`src/fly_camera_pose_update_defines.svh`:
```
// ----------------------------------------------------------------------------
// Assertion macros for the camera pose unit
// Shorthands for clocked, reset-qualified concurrent assertions.
// ----------------------------------------------------------------------------
`ifndef FLY_CAMERA_POSE_UPDATE_DEFINES_SVH
`define FLY_CAMERA_POSE_UPDATE_DEFINES_SVH

// Overlapping implication, checked while reset is released.
`define FCPU_ASSERT_IMPL(lbl, clk, rst_n, ante, cons, msg) \
  lbl: assert property (@(posedge clk) disable iff (!rst_n) (ante) |-> (cons)) \
    else $error(msg);

// Non-overlapping implication: the consequent is checked in the cycle after the antecedent.
`define FCPU_ASSERT_NEXT(lbl, clk, rst_n, ante, cons, msg) \
  lbl: assert property (@(posedge clk) disable iff (!rst_n) (ante) |=> (cons)) \
    else $error(msg);

`endif

```
`src/fcpu_pkg.sv`:
```
// ----------------------------------------------------------------------------
// fcpu_pkg
// Types and constants of the first-person camera pose unit.
// ----------------------------------------------------------------------------
package fcpu_pkg;

  // Angles in degrees Q16.16.
  localparam logic signed [27:0] TURN_FULL    = 28'sd23592960;
  localparam logic signed [27:0] TURN_HALF    = 28'sd11796480;
  localparam logic signed [27:0] TURN_QUARTER = 28'sd5898240;
  localparam logic signed [27:0] PITCH_LIMIT  = 28'sd5832704;

  localparam logic [24:0] YAW_RESET = 25'd17694720;
  localparam logic [15:0] FOV_RESET = 16'd11520;
  localparam logic [15:0] FOV_CEIL  = 16'd46080;
  localparam logic signed [17:0] MIN_VIEW = 18'sd256;
  localparam logic signed [17:0] MAX_VIEW = 18'sd11520;

  localparam logic [15:0] SPEED_RESET = 16'd640;
  localparam logic [15:0] SENS_RESET  = 16'd6554;

  localparam logic signed [15:0] UNIT14 = 16'sd16384;

  // CORDIC gain in Q2.30 and iteration count.
  localparam logic signed [33:0] CORDIC_GAIN = 34'sd652032874;
  localparam int unsigned CORDIC_STEPS = 16;
  localparam int unsigned ITER_W = $clog2(CORDIC_STEPS);

  typedef enum logic [3:0] {
    ST_IDLE,
    ST_MOVE,
    ST_ROT,
    ST_SCROLL,
    ST_CINIT,
    ST_CITER,
    ST_CDONE,
    ST_BMUL,
    ST_DONE
  } state_e;

  typedef enum logic [2:0] {
    CFG_SPEED,
    CFG_SENS,
    CFG_START_X,
    CFG_START_Y,
    CFG_START_Z,
    CFG_START_YAW,
    CFG_START_PITCH,
    CFG_START_FOV
  } cfg_idx_e;

  typedef enum logic [1:0] {
    FN_MOVE   = 2'd0,
    FN_ROTATE = 2'd1,
    FN_SCROLL = 2'd2
  } func_e;

  // Arctangent of 2^-i in degrees Q16.16.
  function automatic logic signed [26:0] atan_deg(input logic [ITER_W-1:0] i);
    logic signed [26:0] r;
    begin
      case (i)
        4'd0:    r = 27'sd2949120;
        4'd1:    r = 27'sd1740967;
        4'd2:    r = 27'sd919879;
        4'd3:    r = 27'sd466945;
        4'd4:    r = 27'sd234379;
        4'd5:    r = 27'sd117304;
        4'd6:    r = 27'sd58666;
        4'd7:    r = 27'sd29335;
        4'd8:    r = 27'sd14668;
        4'd9:    r = 27'sd7334;
        4'd10:   r = 27'sd3667;
        4'd11:   r = 27'sd1833;
        4'd12:   r = 27'sd917;
        4'd13:   r = 27'sd458;
        4'd14:   r = 27'sd229;
        default: r = 27'sd115;
      endcase
      return r;
    end
  endfunction

endpackage

```
`src/fly_camera_pose_update.sv`:
```
// ----------------------------------------------------------------------------
// fly_camera_pose_update
// First-person camera pose unit: move, rotate and zoom events in fixed point.
// ----------------------------------------------------------------------------
// Usage: each event is a transfer on the input channel (in_valid_i/in_stall_o)
// and produces exactly one pose transfer on the output channel
// (out_valid_o/out_stall_i). Registers are written through the configuration
// channel (cfg_valid_i/cfg_ready_o); writing start_yaw or start_pitch also
// recomputes the basis vectors, which keeps the port busy while it does so.
// One event is worked on at a time and the input stalls meanwhile. Rotate
// uses the shared CORDIC unit, which runs 16 iterations for yaw and again
// for pitch, followed by four products on the shared multiplier. The
// multiplier also forms the move step and the three position increments,
// one axis per cycle. The pose leaves through an output register, so a new
// event is accepted while an earlier pose still waits; if the receiver
// stalls, the finished event waits in its last state until the output
// register frees up. Reset loads speed 640, sensitivity 6554, position zero,
// yaw 270 degrees, pitch zero, fov 45 degrees and the matching basis; no
// clearing pass.
// ----------------------------------------------------------------------------
`include "fly_camera_pose_update_defines.svh"

module fly_camera_pose_update (
  input  logic               clk_i,
  input  logic               rst_ni,
  // Input channel.
  input  logic               in_valid_i,
  output logic               in_stall_o,
  input  logic [1:0]         func_i,
  input  logic signed [1:0]  horizontal_i,
  input  logic signed [1:0]  vertical_i,
  input  logic [15:0]        delta_time_i,
  input  logic signed [15:0] x_offset_i,
  input  logic signed [15:0] y_offset_i,
  input  logic               constrain_pitch_i,
  // Output channel.
  output logic               out_valid_o,
  input  logic               out_stall_i,
  output logic signed [31:0] pos_x_o,
  output logic signed [31:0] pos_y_o,
  output logic signed [31:0] pos_z_o,
  output logic signed [15:0] front_x_o,
  output logic signed [15:0] front_y_o,
  output logic signed [15:0] front_z_o,
  output logic signed [15:0] up_x_o,
  output logic signed [15:0] up_y_o,
  output logic signed [15:0] up_z_o,
  output logic [15:0]        view_angle_o,
  output logic [24:0]        yaw_out_o,
  output logic signed [24:0] pitch_out_o,
  // Configuration channel.
  input  logic               cfg_valid_i,
  output logic               cfg_ready_o,
  input  logic [2:0]         cfg_index_i,
  input  logic [31:0]        cfg_data_i
);

  fcpu_pkg::state_e state_q, state_d;

  // Live state.
  logic [15:0]        speed_q, sens_q;
  logic signed [31:0] pos_q [3];
  logic [24:0]        yaw_q;
  logic signed [24:0] pitch_q;
  logic [15:0]        fov_q;
  logic signed [15:0] front_q [3];
  logic signed [15:0] up_q [3];
  logic signed [15:0] right_x_q, right_z_q;

  // Latched event fields.
  logic signed [1:0]  hor_q, ver_q;
  logic [15:0]        dt_q;
  logic signed [15:0] xo_q, yo_q;
  logic               clamp_en_q;
  logic               emit_q;

  // Sequencer and shared multiplier.
  logic [2:0]         op_q;
  logic signed [50:0] prod_q;
  logic [31:0]        step_q;

  // CORDIC unit.
  logic signed [33:0] crd_x_q, crd_y_q;
  logic signed [26:0] crd_z_q;
  logic [fcpu_pkg::ITER_W-1:0] iter_q;
  logic               sel_q, flip_q;
  logic signed [15:0] sin_yaw_q, cos_yaw_q, sin_pitch_q, cos_pitch_q;

  // Output register.
  logic               out_valid_q;
  logic signed [31:0] o_pos_q [3];
  logic signed [15:0] o_front_q [3];
  logic signed [15:0] o_up_q [3];
  logic [15:0]        o_fov_q;
  logic [24:0]        o_yaw_q;
  logic signed [24:0] o_pitch_q;

  logic cfg_fire, in_fire, out_load;

  // A configuration write takes priority over an event in the same cycle.
  assign cfg_ready_o = (state_q == fcpu_pkg::ST_IDLE);
  assign in_stall_o  = (state_q != fcpu_pkg::ST_IDLE) || cfg_valid_i;
  assign cfg_fire    = cfg_valid_i && cfg_ready_o;
  assign in_fire     = in_valid_i && !in_stall_o;
  assign out_load    = (state_q == fcpu_pkg::ST_DONE) && emit_q
                       && (!out_valid_q || !out_stall_i);

  // Signed direction with the pattern -2 read as -1, applied to a component.
  function automatic logic signed [17:0] dir_term(input logic signed [1:0] dir,
                                                  input logic signed [15:0] val);
    logic signed [17:0] v;
    begin
      v = {{2{val[15]}}, val};
      if (dir == 2'sd0) begin
        return 18'sd0;
      end else if (dir == 2'sd1) begin
        return v;
      end else begin
        return -v;
      end
    end
  endfunction

  // Round a Q2.30 CORDIC output half up to Q1.14 and clamp to one.
  function automatic logic signed [15:0] cordic_round(input logic signed [33:0] v);
    logic signed [33:0] r;
    begin
      r = (v + 34'sd32768) >>> 16;
      if (r > 34'sd16384) begin
        return fcpu_pkg::UNIT14;
      end else if (r < -34'sd16384) begin
        return -fcpu_pkg::UNIT14;
      end else begin
        return r[15:0];
      end
    end
  endfunction

  // ---------------------------------------------------------------------------
  // Combinational datapath.
  // ---------------------------------------------------------------------------
  logic signed [17:0] mul_a;
  logic signed [32:0] mul_b;
  logic signed [50:0] mul_p;
  logic signed [17:0] dvec [3];
  logic signed [50:0] mv_round, rot_round, b_round;
  logic signed [28:0] mv_add;
  logic signed [31:0] mv_pos;
  logic signed [33:0] mv_sum;
  logic signed [31:0] mv_sat;
  logic signed [25:0] rot_delta;
  logic signed [26:0] yaw_sum, yaw_wrap;
  logic signed [26:0] pitch_sum, pitch_lim;
  logic signed [27:0] pitch_t, pitch_w;
  logic signed [15:0] b_prod14;
  logic signed [26:0] ci_a, ci_z0, ci_z;
  logic               ci_flip;
  logic signed [33:0] cx_sh, cy_sh;
  logic signed [15:0] cd_cos, cd_sin;
  logic signed [17:0] fov_sum, fov_new;
  logic [24:0]        cfg_yaw;
  logic signed [27:0] cfg_pt;
  logic               sg_neg;

  always_comb begin
    dvec[0] = dir_term(ver_q, front_q[0]) + dir_term(hor_q, right_x_q);
    dvec[1] = dir_term(ver_q, front_q[1]);
    dvec[2] = dir_term(ver_q, front_q[2]) + dir_term(hor_q, right_z_q);

    mul_a = 18'sd0;
    mul_b = 33'sd0;
    case (state_q)
      fcpu_pkg::ST_MOVE: begin
        case (op_q)
          3'd0: begin
            mul_a = {2'b00, dt_q};
            mul_b = {17'd0, speed_q};
          end
          3'd2: begin
            mul_a = dvec[0];
            mul_b = {1'b0, step_q};
          end
          3'd3: begin
            mul_a = dvec[1];
            mul_b = {1'b0, step_q};
          end
          3'd4: begin
            mul_a = dvec[2];
            mul_b = {1'b0, step_q};
          end
          default: ;
        endcase
      end
      fcpu_pkg::ST_ROT: begin
        mul_b = {17'd0, sens_q};
        mul_a = (op_q == 3'd0) ? {{2{xo_q[15]}}, xo_q} : {{2{yo_q[15]}}, yo_q};
      end
      fcpu_pkg::ST_BMUL: begin
        case (op_q)
          3'd0: begin
            mul_a = {{2{cos_yaw_q[15]}}, cos_yaw_q};
            mul_b = {{17{cos_pitch_q[15]}}, cos_pitch_q};
          end
          3'd1: begin
            mul_a = {{2{sin_yaw_q[15]}}, sin_yaw_q};
            mul_b = {{17{cos_pitch_q[15]}}, cos_pitch_q};
          end
          3'd2: begin
            mul_a = {{2{cos_yaw_q[15]}}, cos_yaw_q};
            mul_b = {{17{sin_pitch_q[15]}}, sin_pitch_q};
          end
          3'd3: begin
            mul_a = {{2{sin_yaw_q[15]}}, sin_yaw_q};
            mul_b = {{17{sin_pitch_q[15]}}, sin_pitch_q};
          end
          default: ;
        endcase
      end
      default: ;
    endcase
    mul_p = 51'(mul_a * mul_b);

    // Move: position += round(d * step >> 22), saturated.
    mv_round = prod_q + 51'sd2097152;
    mv_add   = mv_round[50:22];
    case (op_q)
      3'd3:    mv_pos = pos_q[0];
      3'd4:    mv_pos = pos_q[1];
      default: mv_pos = pos_q[2];
    endcase
    mv_sum = {{2{mv_pos[31]}}, mv_pos} + {{5{mv_add[28]}}, mv_add};
    if (mv_sum > 34'sd2147483647) begin
      mv_sat = 32'sh7fffffff;
    end else if (mv_sum < -34'sd2147483648) begin
      mv_sat = 32'sh80000000;
    end else begin
      mv_sat = mv_sum[31:0];
    end

    // Rotate: delta = round(offset * sensitivity >> 8).
    rot_round = prod_q + 51'sd128;
    rot_delta = rot_round[33:8];
    yaw_sum   = {2'b00, yaw_q} + {rot_delta[25], rot_delta};
    if (yaw_sum < 27'sd0) begin
      yaw_wrap = yaw_sum + 27'(fcpu_pkg::TURN_FULL);
    end else if (yaw_sum >= 27'(fcpu_pkg::TURN_FULL)) begin
      yaw_wrap = yaw_sum - 27'(fcpu_pkg::TURN_FULL);
    end else begin
      yaw_wrap = yaw_sum;
    end
    pitch_sum = {{2{pitch_q[24]}}, pitch_q} + {rot_delta[25], rot_delta};
    pitch_lim = pitch_sum;
    if (clamp_en_q) begin
      if (pitch_sum > 27'(fcpu_pkg::PITCH_LIMIT)) begin
        pitch_lim = 27'(fcpu_pkg::PITCH_LIMIT);
      end else if (pitch_sum < -27'(fcpu_pkg::PITCH_LIMIT)) begin
        pitch_lim = -27'(fcpu_pkg::PITCH_LIMIT);
      end
    end
    pitch_t = {pitch_lim[26], pitch_lim} + fcpu_pkg::TURN_HALF;
    if (pitch_t < 28'sd0) begin
      pitch_w = pitch_t + fcpu_pkg::TURN_FULL - fcpu_pkg::TURN_HALF;
    end else if (pitch_t >= fcpu_pkg::TURN_FULL) begin
      pitch_w = pitch_t - fcpu_pkg::TURN_FULL - fcpu_pkg::TURN_HALF;
    end else begin
      pitch_w = pitch_t - fcpu_pkg::TURN_HALF;
    end

    // Basis products in Q1.14.
    b_round  = prod_q + 51'sd8192;
    b_prod14 = b_round[29:14];
    sg_neg   = cos_pitch_q[15];

    // CORDIC start: reduce to [-180,180) and fold into [-90,90].
    ci_a  = sel_q ? {{2{pitch_q[24]}}, pitch_q} : {2'b00, yaw_q};
    ci_z0 = (!sel_q && (ci_a >= 27'(fcpu_pkg::TURN_HALF)))
            ? ci_a - 27'(fcpu_pkg::TURN_FULL) : ci_a;
    ci_flip = 1'b0;
    ci_z    = ci_z0;
    if (ci_z0 > 27'(fcpu_pkg::TURN_QUARTER)) begin
      ci_z    = ci_z0 - 27'(fcpu_pkg::TURN_HALF);
      ci_flip = 1'b1;
    end else if (ci_z0 < -27'(fcpu_pkg::TURN_QUARTER)) begin
      ci_z    = ci_z0 + 27'(fcpu_pkg::TURN_HALF);
      ci_flip = 1'b1;
    end

    cx_sh = crd_x_q >>> iter_q;
    cy_sh = crd_y_q >>> iter_q;

    cd_cos = cordic_round(crd_x_q);
    cd_sin = cordic_round(crd_y_q);
    if (flip_q) begin
      cd_cos = -cd_cos;
      cd_sin = -cd_sin;
    end

    // Scroll: add and clamp the field of view.
    fov_sum = {2'b00, fov_q} + {{2{yo_q[15]}}, yo_q};
    if (fov_sum > fcpu_pkg::MAX_VIEW) begin
      fov_new = fcpu_pkg::MAX_VIEW;
    end else if (fov_sum < fcpu_pkg::MIN_VIEW) begin
      fov_new = fcpu_pkg::MIN_VIEW;
    end else begin
      fov_new = fov_sum;
    end

    // Configuration values for yaw and pitch.
    cfg_yaw = (cfg_data_i[24:0] >= 25'(fcpu_pkg::TURN_FULL))
              ? cfg_data_i[24:0] - 25'(fcpu_pkg::TURN_FULL) : cfg_data_i[24:0];
    cfg_pt  = {{3{cfg_data_i[24]}}, cfg_data_i[24:0]} + fcpu_pkg::TURN_HALF;
    if (cfg_pt < 28'sd0) begin
      cfg_pt = cfg_pt + fcpu_pkg::TURN_FULL;
    end else if (cfg_pt >= fcpu_pkg::TURN_FULL) begin
      cfg_pt = cfg_pt - fcpu_pkg::TURN_FULL;
    end
    cfg_pt = cfg_pt - fcpu_pkg::TURN_HALF;
  end

  // ---------------------------------------------------------------------------
  // Sequencer.
  // ---------------------------------------------------------------------------
  always_ff @(posedge clk_i or negedge rst_ni) begin
    if (!rst_ni) begin
      state_q <= fcpu_pkg::ST_IDLE;
    end else begin
      state_q <= state_d;
    end
  end

  always_comb begin
    state_d = state_q;
    unique case (state_q)
      fcpu_pkg::ST_IDLE: begin
        if (cfg_fire) begin
          if ((cfg_index_i == fcpu_pkg::CFG_START_YAW) ||
              (cfg_index_i == fcpu_pkg::CFG_START_PITCH)) begin
            state_d = fcpu_pkg::ST_CINIT;
          end
        end else if (in_fire) begin
          unique case (func_i)
            fcpu_pkg::FN_MOVE:   state_d = fcpu_pkg::ST_MOVE;
            fcpu_pkg::FN_ROTATE: state_d = fcpu_pkg::ST_ROT;
            fcpu_pkg::FN_SCROLL: state_d = fcpu_pkg::ST_SCROLL;
            default:             state_d = fcpu_pkg::ST_DONE;
          endcase
        end
      end
      fcpu_pkg::ST_MOVE:   if (op_q == 3'd5) state_d = fcpu_pkg::ST_DONE;
      fcpu_pkg::ST_ROT:    if (op_q == 3'd2) state_d = fcpu_pkg::ST_CINIT;
      fcpu_pkg::ST_SCROLL: state_d = fcpu_pkg::ST_DONE;
      fcpu_pkg::ST_CINIT:  state_d = fcpu_pkg::ST_CITER;
      fcpu_pkg::ST_CITER: begin
        if (iter_q == fcpu_pkg::ITER_W'(fcpu_pkg::CORDIC_STEPS - 1)) begin
          state_d = fcpu_pkg::ST_CDONE;
        end
      end
      fcpu_pkg::ST_CDONE:  state_d = sel_q ? fcpu_pkg::ST_BMUL : fcpu_pkg::ST_CINIT;
      fcpu_pkg::ST_BMUL:   if (op_q == 3'd4) state_d = fcpu_pkg::ST_DONE;
      fcpu_pkg::ST_DONE: begin
        if (!emit_q || !out_valid_q || !out_stall_i) begin
          state_d = fcpu_pkg::ST_IDLE;
        end
      end
      default: state_d = fcpu_pkg::ST_IDLE;
    endcase
  end

  // ---------------------------------------------------------------------------
  // Pose state and configuration.
  // ---------------------------------------------------------------------------
  always_ff @(posedge clk_i or negedge rst_ni) begin
    if (!rst_ni) begin
      speed_q     <= fcpu_pkg::SPEED_RESET;
      sens_q      <= fcpu_pkg::SENS_RESET;
      pos_q[0]    <= '0;
      pos_q[1]    <= '0;
      pos_q[2]    <= '0;
      yaw_q       <= fcpu_pkg::YAW_RESET;
      pitch_q     <= '0;
      fov_q       <= fcpu_pkg::FOV_RESET;
      front_q[0]  <= '0;
      front_q[1]  <= '0;
      front_q[2]  <= -fcpu_pkg::UNIT14;
      up_q[0]     <= '0;
      up_q[1]     <= fcpu_pkg::UNIT14;
      up_q[2]     <= '0;
      right_x_q   <= fcpu_pkg::UNIT14;
      right_z_q   <= '0;
      emit_q      <= 1'b0;
      op_q        <= '0;
      iter_q      <= '0;
      sel_q       <= 1'b0;
      flip_q      <= 1'b0;
    end else begin
      case (state_q)
        fcpu_pkg::ST_IDLE: begin
          op_q  <= '0;
          sel_q <= 1'b0;
          if (cfg_fire) begin
            emit_q <= 1'b0;
            unique case (cfg_index_i)
              fcpu_pkg::CFG_SPEED:       speed_q  <= cfg_data_i[15:0];
              fcpu_pkg::CFG_SENS:        sens_q   <= cfg_data_i[15:0];
              fcpu_pkg::CFG_START_X:     pos_q[0] <= cfg_data_i;
              fcpu_pkg::CFG_START_Y:     pos_q[1] <= cfg_data_i;
              fcpu_pkg::CFG_START_Z:     pos_q[2] <= cfg_data_i;
              fcpu_pkg::CFG_START_YAW:   yaw_q    <= cfg_yaw;
              fcpu_pkg::CFG_START_PITCH: pitch_q  <= cfg_pt[24:0];
              fcpu_pkg::CFG_START_FOV: begin
                fov_q <= (cfg_data_i[15:0] > fcpu_pkg::FOV_CEIL)
                         ? fcpu_pkg::FOV_CEIL : cfg_data_i[15:0];
              end
              default: ;
            endcase
          end else if (in_fire) begin
            emit_q <= 1'b1;
          end
        end
        fcpu_pkg::ST_MOVE: begin
          op_q <= op_q + 3'd1;
          case (op_q)
            3'd3:    pos_q[0] <= mv_sat;
            3'd4:    pos_q[1] <= mv_sat;
            3'd5:    pos_q[2] <= mv_sat;
            default: ;
          endcase
        end
        fcpu_pkg::ST_ROT: begin
          op_q <= op_q + 3'd1;
          if (op_q == 3'd1) begin
            yaw_q <= yaw_wrap[24:0];
          end else if (op_q == 3'd2) begin
            pitch_q <= pitch_w[24:0];
          end
        end
        fcpu_pkg::ST_SCROLL: fov_q <= fov_new[15:0];
        fcpu_pkg::ST_CINIT: begin
          crd_x_q <= fcpu_pkg::CORDIC_GAIN;
          crd_y_q <= '0;
          crd_z_q <= ci_z;
          flip_q  <= ci_flip;
          iter_q  <= '0;
        end
        fcpu_pkg::ST_CITER: begin
          iter_q <= iter_q + 1'b1;
          if (!crd_z_q[26]) begin
            crd_x_q <= crd_x_q - cy_sh;
            crd_y_q <= crd_y_q + cx_sh;
            crd_z_q <= crd_z_q - fcpu_pkg::atan_deg(iter_q);
          end else begin
            crd_x_q <= crd_x_q + cy_sh;
            crd_y_q <= crd_y_q - cx_sh;
            crd_z_q <= crd_z_q + fcpu_pkg::atan_deg(iter_q);
          end
        end
        fcpu_pkg::ST_CDONE: begin
          op_q  <= '0;
          sel_q <= 1'b1;
          if (sel_q) begin
            sin_pitch_q <= cd_sin;
            cos_pitch_q <= cd_cos;
          end else begin
            sin_yaw_q <= cd_sin;
            cos_yaw_q <= cd_cos;
          end
        end
        fcpu_pkg::ST_BMUL: begin
          op_q <= op_q + 3'd1;
          case (op_q)
            3'd1: front_q[0] <= b_prod14;
            3'd2: front_q[2] <= b_prod14;
            3'd3: up_q[0]    <= sg_neg ? b_prod14 : -b_prod14;
            3'd4: begin
              up_q[2]    <= sg_neg ? b_prod14 : -b_prod14;
              front_q[1] <= sin_pitch_q;
              right_x_q  <= sg_neg ? sin_yaw_q : -sin_yaw_q;
              right_z_q  <= sg_neg ? -cos_yaw_q : cos_yaw_q;
              up_q[1]    <= sg_neg ? -cos_pitch_q : cos_pitch_q;
            end
            default: ;
          endcase
        end
        default: ;
      endcase
    end
  end

  // Event fields, multiplier product and move step: payload only.
  always_ff @(posedge clk_i) begin
    prod_q <= mul_p;
    if (in_fire) begin
      hor_q      <= horizontal_i;
      ver_q      <= vertical_i;
      dt_q       <= delta_time_i;
      xo_q       <= x_offset_i;
      yo_q       <= y_offset_i;
      clamp_en_q <= constrain_pitch_i;
    end
    if ((state_q == fcpu_pkg::ST_MOVE) && (op_q == 3'd1)) begin
      step_q <= prod_q[31:0];
    end
  end

  // ---------------------------------------------------------------------------
  // Output register.
  // ---------------------------------------------------------------------------
  always_ff @(posedge clk_i or negedge rst_ni) begin
    if (!rst_ni) begin
      out_valid_q <= 1'b0;
    end else if (out_load) begin
      out_valid_q <= 1'b1;
    end else if (!out_stall_i) begin
      out_valid_q <= 1'b0;
    end
  end

  always_ff @(posedge clk_i) begin
    if (out_load) begin
      o_pos_q   <= pos_q;
      o_front_q <= front_q;
      o_up_q    <= up_q;
      o_fov_q   <= fov_q;
      o_yaw_q   <= yaw_q;
      o_pitch_q <= pitch_q;
    end
  end

  assign out_valid_o  = out_valid_q;
  assign pos_x_o      = o_pos_q[0];
  assign pos_y_o      = o_pos_q[1];
  assign pos_z_o      = o_pos_q[2];
  assign front_x_o    = o_front_q[0];
  assign front_y_o    = o_front_q[1];
  assign front_z_o    = o_front_q[2];
  assign up_x_o       = o_up_q[0];
  assign up_y_o       = o_up_q[1];
  assign up_z_o       = o_up_q[2];
  assign view_angle_o = o_fov_q;
  assign yaw_out_o    = o_yaw_q;
  assign pitch_out_o  = o_pitch_q;

  // ---------------------------------------------------------------------------
  // Assertions.
  // ---------------------------------------------------------------------------
  `FCPU_ASSERT_NEXT(a_busy_after_event, clk_i, rst_ni, in_fire, !cfg_ready_o,
                    "event transfer did not make the unit busy")
  `FCPU_ASSERT_IMPL(a_load_from_done, clk_i, rst_ni, $rose(out_valid_q),
                    $past(state_q == fcpu_pkg::ST_DONE), "pose loaded outside final state")
  `FCPU_ASSERT_IMPL(a_front_y_unit, clk_i, rst_ni, 1'b1,
                    (front_q[1] <= 16'sd16384) && (front_q[1] >= -16'sd16384),
                    "front y component beyond unit length")

endmodule
```
`config.mk`:
```
export PLATFORM = sky130hd
export DESIGN_NAME = fly_camera_pose_update
export DESIGN_NICKNAME = d
export VERILOG_FILES = /design/src/fcpu_pkg.sv /design/src/fly_camera_pose_update.sv
export VERILOG_INCLUDE_DIRS = /design/src /design/src/src
export SDC_FILE = /design/constraint.sdc
export NUM_CORES = 2
export LEC_CHECK = 0
export ABC_AREA = 1
export BUFFER_PORTS_ARGS = -buffer_cell sky130_fd_sc_hd__buf_2
export CAP_MARGIN = 10
export CORE_ASPECT_RATIO = 0.5
export CORE_UTILIZATION = 60
export CTS_CLUSTER_SIZE = 20
export DETAILED_ROUTE_END_ITERATION = 10
export HOLD_SLACK_MARGIN = 0.15
export PLACE_DENSITY = 0.76
export RECOVER_POWER = 25
export SETUP_SLACK_MARGIN = 0.5
export SYNTH_ARGS = -nofsm -noshare
export SYNTH_HDL_FRONTEND = slang
export SYNTH_SLANG_ARGS = --single-unit
```
`constraint.sdc`:
```
create_clock -name clk_i -period 20.2 [get_ports clk_i]
set_input_delay 2.02 -clock clk_i [delete_from_list [all_inputs] [get_ports clk_i]]
set_output_delay 2.02 -clock clk_i [all_outputs]
set_load 0.005 [all_outputs]
```
; Word-level counts from Yosys, hierarchy flattened
; Memories as Yosys holds them, arrays and structs flattened.
; Index checks and enable logic that the tools add are counted.
[totals]
output_inout_bits = 261
in_bits = 95
rom_bits = 704
memories = 2
reg_bits = 890
[memory_table]
columns = memory, words, width, read_ports, rd_clocked_by_memory_dff, write_ports, line_no
row1 = (name not given), 16, 22, 1, 0, 0, fcpu_pkg.sv:62  ; case (i)
row2 = (name not given), 16, 22, 1, 0, 0, fcpu_pkg.sv:62
[op_classes]
n_bitwise = 1
n_eq_ne = 44
muxes = 97
n_mul = 1
reduce_logical = 54
n_addsub = 46
shift = 2
n_lt_le_gt_ge = 21
[ops]
columns = op, n
row1 = $mux 25, 14
row2 = $mux 27, 12
row3 = $mux 32, 8
row4 = $mux 16, 15
row5 = $sub 25x25->25 const B, 8
row6 = $mux 18, 11
row7 = $pmux 96 s2, 1
row8 = $pmux 34 s2, 2
row9 = $pmux 32 s2, 2
row10 = $pmux 25 s2, 2
row11 = $pmux 33 s3, 1
row12 = $mux 96, 1
row13 = $neg 16->16, 6
row14 = $neg 16->18, 5
row15 = $add 25x25->25 const B, 3
row16 = $pmux 18 s4, 1
row17 = $add 34x17->34 const B, 2
row18 = $add 34x34->34, 2
row19 = $mux 34, 2
row20 = $sshr 34x4->34, 2
row21 = $sub 34x34->34, 2
row22 = $pmux 33 s2, 1
row23 = $gt 27x24->1 const B, 2
row24 = $lt 27x24->1 const B, 2
row25 = 74 further kinds, 159

; Depth between registers and ports, before layout
[depth]
depth_word = 14
mapped_depth = 59
mapped_depth_nobuf = 58

; Worst setup path before layout
; Ideal clock, no wire load.
[synth_path]
path_type = in2reg
start = input port out_stall_i
end = register o_front_q (netlist bit front_x_o[0]), enable pin
cell_stages = 1
arrival_time_ns = 14.401
slack_ns = 4.837
t_required_ns = 19.238
path_buffers = 0
cell_sequence = a21oi_1
[synth_between]
elab_chain_len = 3
[synth_rtl]
columns = item, line_no
row1 = start: declaration, fly_camera_pose_update.sv:38  ; input logic out_stall_i,
row2 = $logic_not 1->1, n/a
row3 = $logic_or 1x1->1, fly_camera_pose_update.sv:106  ; && (!out_valid_q || !out_stall_i);
row4 = $logic_and 1x1->1, fly_camera_pose_update.sv:106
row5 = end signal: assignment, fly_camera_pose_update.sv:521  ; o_front_q <= front_q;
row6 = end: declaration, fly_camera_pose_update.sv:92  ; logic signed [15:0] o_front_q [3];
; No other way between the ends.
; A chain may end at the register's enable or synchronous reset.

==> metrics list <==
- The startpoint identified for the worst hold timing path is prod_q[1].
- The worst-case IR drop observed on VDD is between 0.00015 and 0.0002 V.
* Core area: 127,000 um2
- Maximum number of pins on one net before global-route repair: about 160
- The first TritonRoute pass finished after 9 iterations.
- Most used flip-flop cell after synthesis: sky130_fd_sc_hd__edfxtp_1
- The worst hold path passes through 0 cells.
- Failing checks: max-capacitance violations, max-slew violations
* Shortest clock period the worst path allows after layout: approximately 13 ns
- The cell area that synthesis handed to floorplanning was a little under 80,000 um2.
* Number of hold buffers added after CTS: 0
- Reg2reg setup slack: 8.27 ns
- Mean number of vias per cell: 5.95
- The min-delay analysis places its worst path in the category flip-flop to flip-flop.
- Maximum achievable frequency: around 0.076 GHz
* Buffer cell driving the clock tree root: sky130_fd_sc_hd__clkbuf_16
* Required time of the critical path: between 15 and 20 ns
- For this block, wires on met1 add up to roughly 110,000 um.
- For the final routed database, the setup TNS stands at 0 ns.
- The worst register-to-register path has a depth of just under 50.
- Grt ovf: 0
* Post-Syn Area per Cell: 8.01 um2
- Count of warnings emitted by yosys: 0
* Setup crit start kind: input pin
- Pin slew with the least headroom to its limit: 9.02 ns
- Pins Over Slew Limit: 500
- The run finished, with violations left.
- Total setup violations reported at the end of the flow: 0
* Post-detailed-routing wire length: about 280,000 um
- Number of flip-flops and latches in the synthesized netlist: slightly below 900
- Global-route wire length before repair: approximately 410,000 um
* Chip Width: approximately 500 um
* Max cap viols: 9
- The setup path with the least slack is of type input pin to asynchronous set/reset pin.
- Number of global-route vias before repair: around 66,000
* Syn_nets: between 10,000 and 15,000
- In this design, the critical path's most frequently occurring cell is sky130_fd_sc_hd__clkbuf_1.
- Summed over all cells, the static leakage comes to approximately 40 nW.
- The routed design uses 40,100 um of met3 wire.
* Crit path depth: 2
* Clock tree skew after final layout: 0.0859 ns
* Total power density per cell area: ~160 nW/um2
* Bufs and invs on worst path: 2
* Unrepaired setup endpoints after global routing: no
- Period Utilization, post-route: 0.649
* Global Route Usage Sum: 0.419
- Traced cell by cell, the critical path runs through clkbuf_1, clkbuf_1.
* Height of the die: 256 um
* Cell family contributing the most delay on the critical path: buffers and inverters
* Worst rel slew slack: -5.01
- In this run the worst setup path begins at rst_ni.
* Data arrival time of the critical path: 11.66 ns
- After clock tree synthesis, the clock-pin slew on the worst setup and hold paths is around 0.070 ns.
* Vias after detailed routing: between 60,000 and 70,000
* Slowest cell delay on critical path: 6.51 ns
- Clock tree from TritonCTS: yes
* Number of sinks handled by clock tree synthesis: between 800 and 900
- Post-CTS repair changed the size of 0 cells.
* Number of antenna violations at the first check in global routing: 18
- Pin placement for this block handled approximately 360 I/O pins.
- In this run the tool buffered the top-level ports with 355 buffer cells.
- Top sig layer: met5
- After routing the design area is roughly 84,000 um2.
- The die covers 131,000 um2.
- The synthesized design contains between 500 and 600 enable-type register cells.
* Initial Utilization: 0.610
- The worst setup path is captured at an asynchronous set/reset pin.
- Placer congestion estimate: 1.04
* Slowest cell on the critical path: sky130_fd_sc_hd__clkbuf_1
- Synthesized netlist cell count: a little under 10,000
* Total number of placement rows: 92
- Placed cell areas: ~81,000 um2
- Of the synthesized area, sequential elements account for 0.316.
- Async set or reset register ratio after synthesis: 0.379
- Synthesis instantiated slightly below 80 different standard cells from the library.
* Met2 wire len: around 110,000 um
- Along the worst path, the maximum fanout reaches 160.
- The wire-length estimate of the detail-placed layout is around 220,000 um.
* Capture point of the worst reg-to-reg path: prod_q[48]
- The net count of the finished layout is 11,000.
* TritonCTS Buffers: 83
- In the final routed layout, each cell accounts on average for 23.5 um.
- In this run the deepest clock path goes through 3 buffers.
- For the worst-skew pair, the clock arrives at the later sink with an insertion delay of 0.72 ns.
- Once detail routing completed, the nets flagged for antenna violations numbered 0.
- Power comes to between 10 and 15 mW.
- The first routing iteration left about 8,400 violations.
- Fill cell total of the finished layout: between 10,000 and 15,000
- The worst hold path terminates at step_q[1].
* Total number of H-tree levels: 3
- Launching point of the worst reg2reg path: hor_q[1]
* DR DRC count: 0
* Fraction of final layout cells with drive strength greater than 1: 0.0796
* Growth of design area from synthesis to finish: 8.18%
- Post-CTS setup repair buffer count: 0
* Number of failing hold endpoints at the final stage: 0
state kept, by name, indices dropped and copies added, names as in the netlist, 27 cells and up:
| register | flops |
|---|---|
| step_q | 32 |
| crd_x_q | 34 |
| crd_y_q | 34 |
| prod_q | 51 |
| front_q | 48 |
| crd_z_q | 27 |
| pos_z_o | 32 |
| pos_x_o | 32 |
| up_q | 48 |
| pos_q | 96 |
| pos_y_o | 32 |
logic make-up (layout without fill, tap and decap cells):
| logic type | Yosys count | count (layout) | synth area share |
|---|---|---|---|
| other | 0 | 10 | 0 |
| flip-flops | 890 | 890 | 0.316 |
| buffers and inverters | 1924 | 2234 | 0.0952 |
| multiplexers | 44 | 44 | 0.00569 |
| AND/OR/NAND/NOR | 3628 | 3628 | 0.192 |
| XOR/XNOR | 406 | 406 | 0.0460 |
| adder cells (fa/ha/maj) | 980 | 980 | 0.214 |
| AO/OA/AOI/OAI | 1821 | 1821 | 0.131 |
worst reg2reg max path: cells and delay by family (launching register included):
kind,cells,cell delay [ns]
XOR/XNOR,1,0.16
buffers and inverters,6,1.02
adder cells (fa/ha/maj),8,3.85
AND/OR/NAND/NOR,18,2.85
AO/OA/AOI/OAI,16,2.87
flip-flops,1,1.08
synth_stat cells, types with 27 or more instances:
| master | n | area (um2) |
|---|---|---|
| sky130_fd_sc_hd__nand2_1 | 2238 | 8400 |
| sky130_fd_sc_hd__inv_1 | 1573 | 5900 |
| sky130_fd_sc_hd__o21ai_0 | 818 | 4090 |
| sky130_fd_sc_hd__nor2_1 | 773 | 2900 |
| sky130_fd_sc_hd__fa_1 | 579 | 11600 |
| sky130_fd_sc_hd__edfxtp_1 | 502 | 15100 |
| sky130_fd_sc_hd__a21oi_1 | 500 | 2500 |
| sky130_fd_sc_hd__ha_1 | 401 | 5020 |
| sky130_fd_sc_hd__dfrtp_1 | 316 | 7910 |
| sky130_fd_sc_hd__xor2_1 | 297 | 2600 |
| sky130_fd_sc_hd__nand3_1 | 254 | 1270 |
| sky130_fd_sc_hd__clkbuf_1 | 247 | 927 |
| sky130_fd_sc_hd__nor3_1 | 118 | 591 |
| sky130_fd_sc_hd__xnor2_1 | 107 | 937 |
| sky130_fd_sc_hd__a31oi_1 | 98 | 613 |
| sky130_fd_sc_hd__o21ai_1 | 82 | 410 |
| sky130_fd_sc_hd__nand4_1 | 76 | 475 |
| sky130_fd_sc_hd__dfxtp_1 | 51 | 1020 |
| sky130_fd_sc_hd__mux2i_1 | 43 | 430 |
| sky130_fd_sc_hd__or2_2 | 40 | 250 |
| sky130_fd_sc_hd__o31ai_1 | 38 | 285 |
| sky130_fd_sc_hd__o211ai_1 | 36 | 270 |
| sky130_fd_sc_hd__buf_2 | 34 | 170 |
| sky130_fd_sc_hd__o22ai_1 | 33 | 206 |
| sky130_fd_sc_hd__a22o_1 | 27 | 236 |
| sky130_fd_sc_hd__o21a_1 | 27 | 203 |
cell usage in the layout, fill, tap and decap left out, types with 314 or more instances in the layout:
cell type / instances
sky130_fd_sc_hd__a21oi_1: 499
sky130_fd_sc_hd__buf_2: 347
sky130_fd_sc_hd__dfrtp_1: 314
sky130_fd_sc_hd__edfxtp_1: 502
sky130_fd_sc_hd__fa_1: 579
sky130_fd_sc_hd__ha_1: 400
sky130_fd_sc_hd__inv_1: 1568
sky130_fd_sc_hd__nand2_1: 2232
sky130_fd_sc_hd__nor2_1: 767
sky130_fd_sc_hd__o21ai_0: 814
cell type report:
| cell class | count | area, um2 | share of cell area |
|---|---|---|---|
| antenna | 10 | 25.0 | 0.000298 |
| clock buffer | 106 | 2290 | 0.0273 |
| clock inverter | 50 | 539 | 0.00642 |
| inverter | 1601 | 6010 | 0.0716 |
| multi-input combinational | 6879 | 45800 | 0.545 |
| sequential | 890 | 24600 | 0.292 |
| tap | 1692 | 2120 | 0.0252 |
| timing repair buffer | 477 | 2650 | 0.0316 |
layer usage:
layer  up-vias  GRT usage
met2      3983      0.601
met1     33200      0.557
li1      31800          -
met5         -          0
met4        10      0.202
met3       730      0.158
through the flow:
stage               std cells   util  setup WS [ns]  hold slack [ns]
floorplan                9693      -           4.84            0.386
global placement        11500  0.638           8.61            0.387
detailed placement      11500  0.638           8.51            0.389
CTS                     11700  0.660           8.49            0.404
global route            11700  0.660           5.22            0.410
finish                  11700  0.660           7.08            0.405
where the power goes:
| group | total [mW] | switching, mW | internal [mW] |
|---|---|---|---|
| registers | 3.10 | 0.500 | 2.60 |
| clock network | 1.67 | 0.784 | 0.886 |
| logic | 9.07 | 6.23 | 2.84 |
| total | 13.8 | 7.52 | 6.33 |
worst max-delay path by stage:
stage	end	slack, ns
after floorplan	front_x_o[0]	4.84
final	pos_q[86]	7.08
after global placement	prod_q[50]	8.61
after global routing	pos_q[28]	5.22
after detailed placement	prod_q[48]	8.51
after CTS	prod_q[49]	8.49
Power figures use the tool's default switching activity.
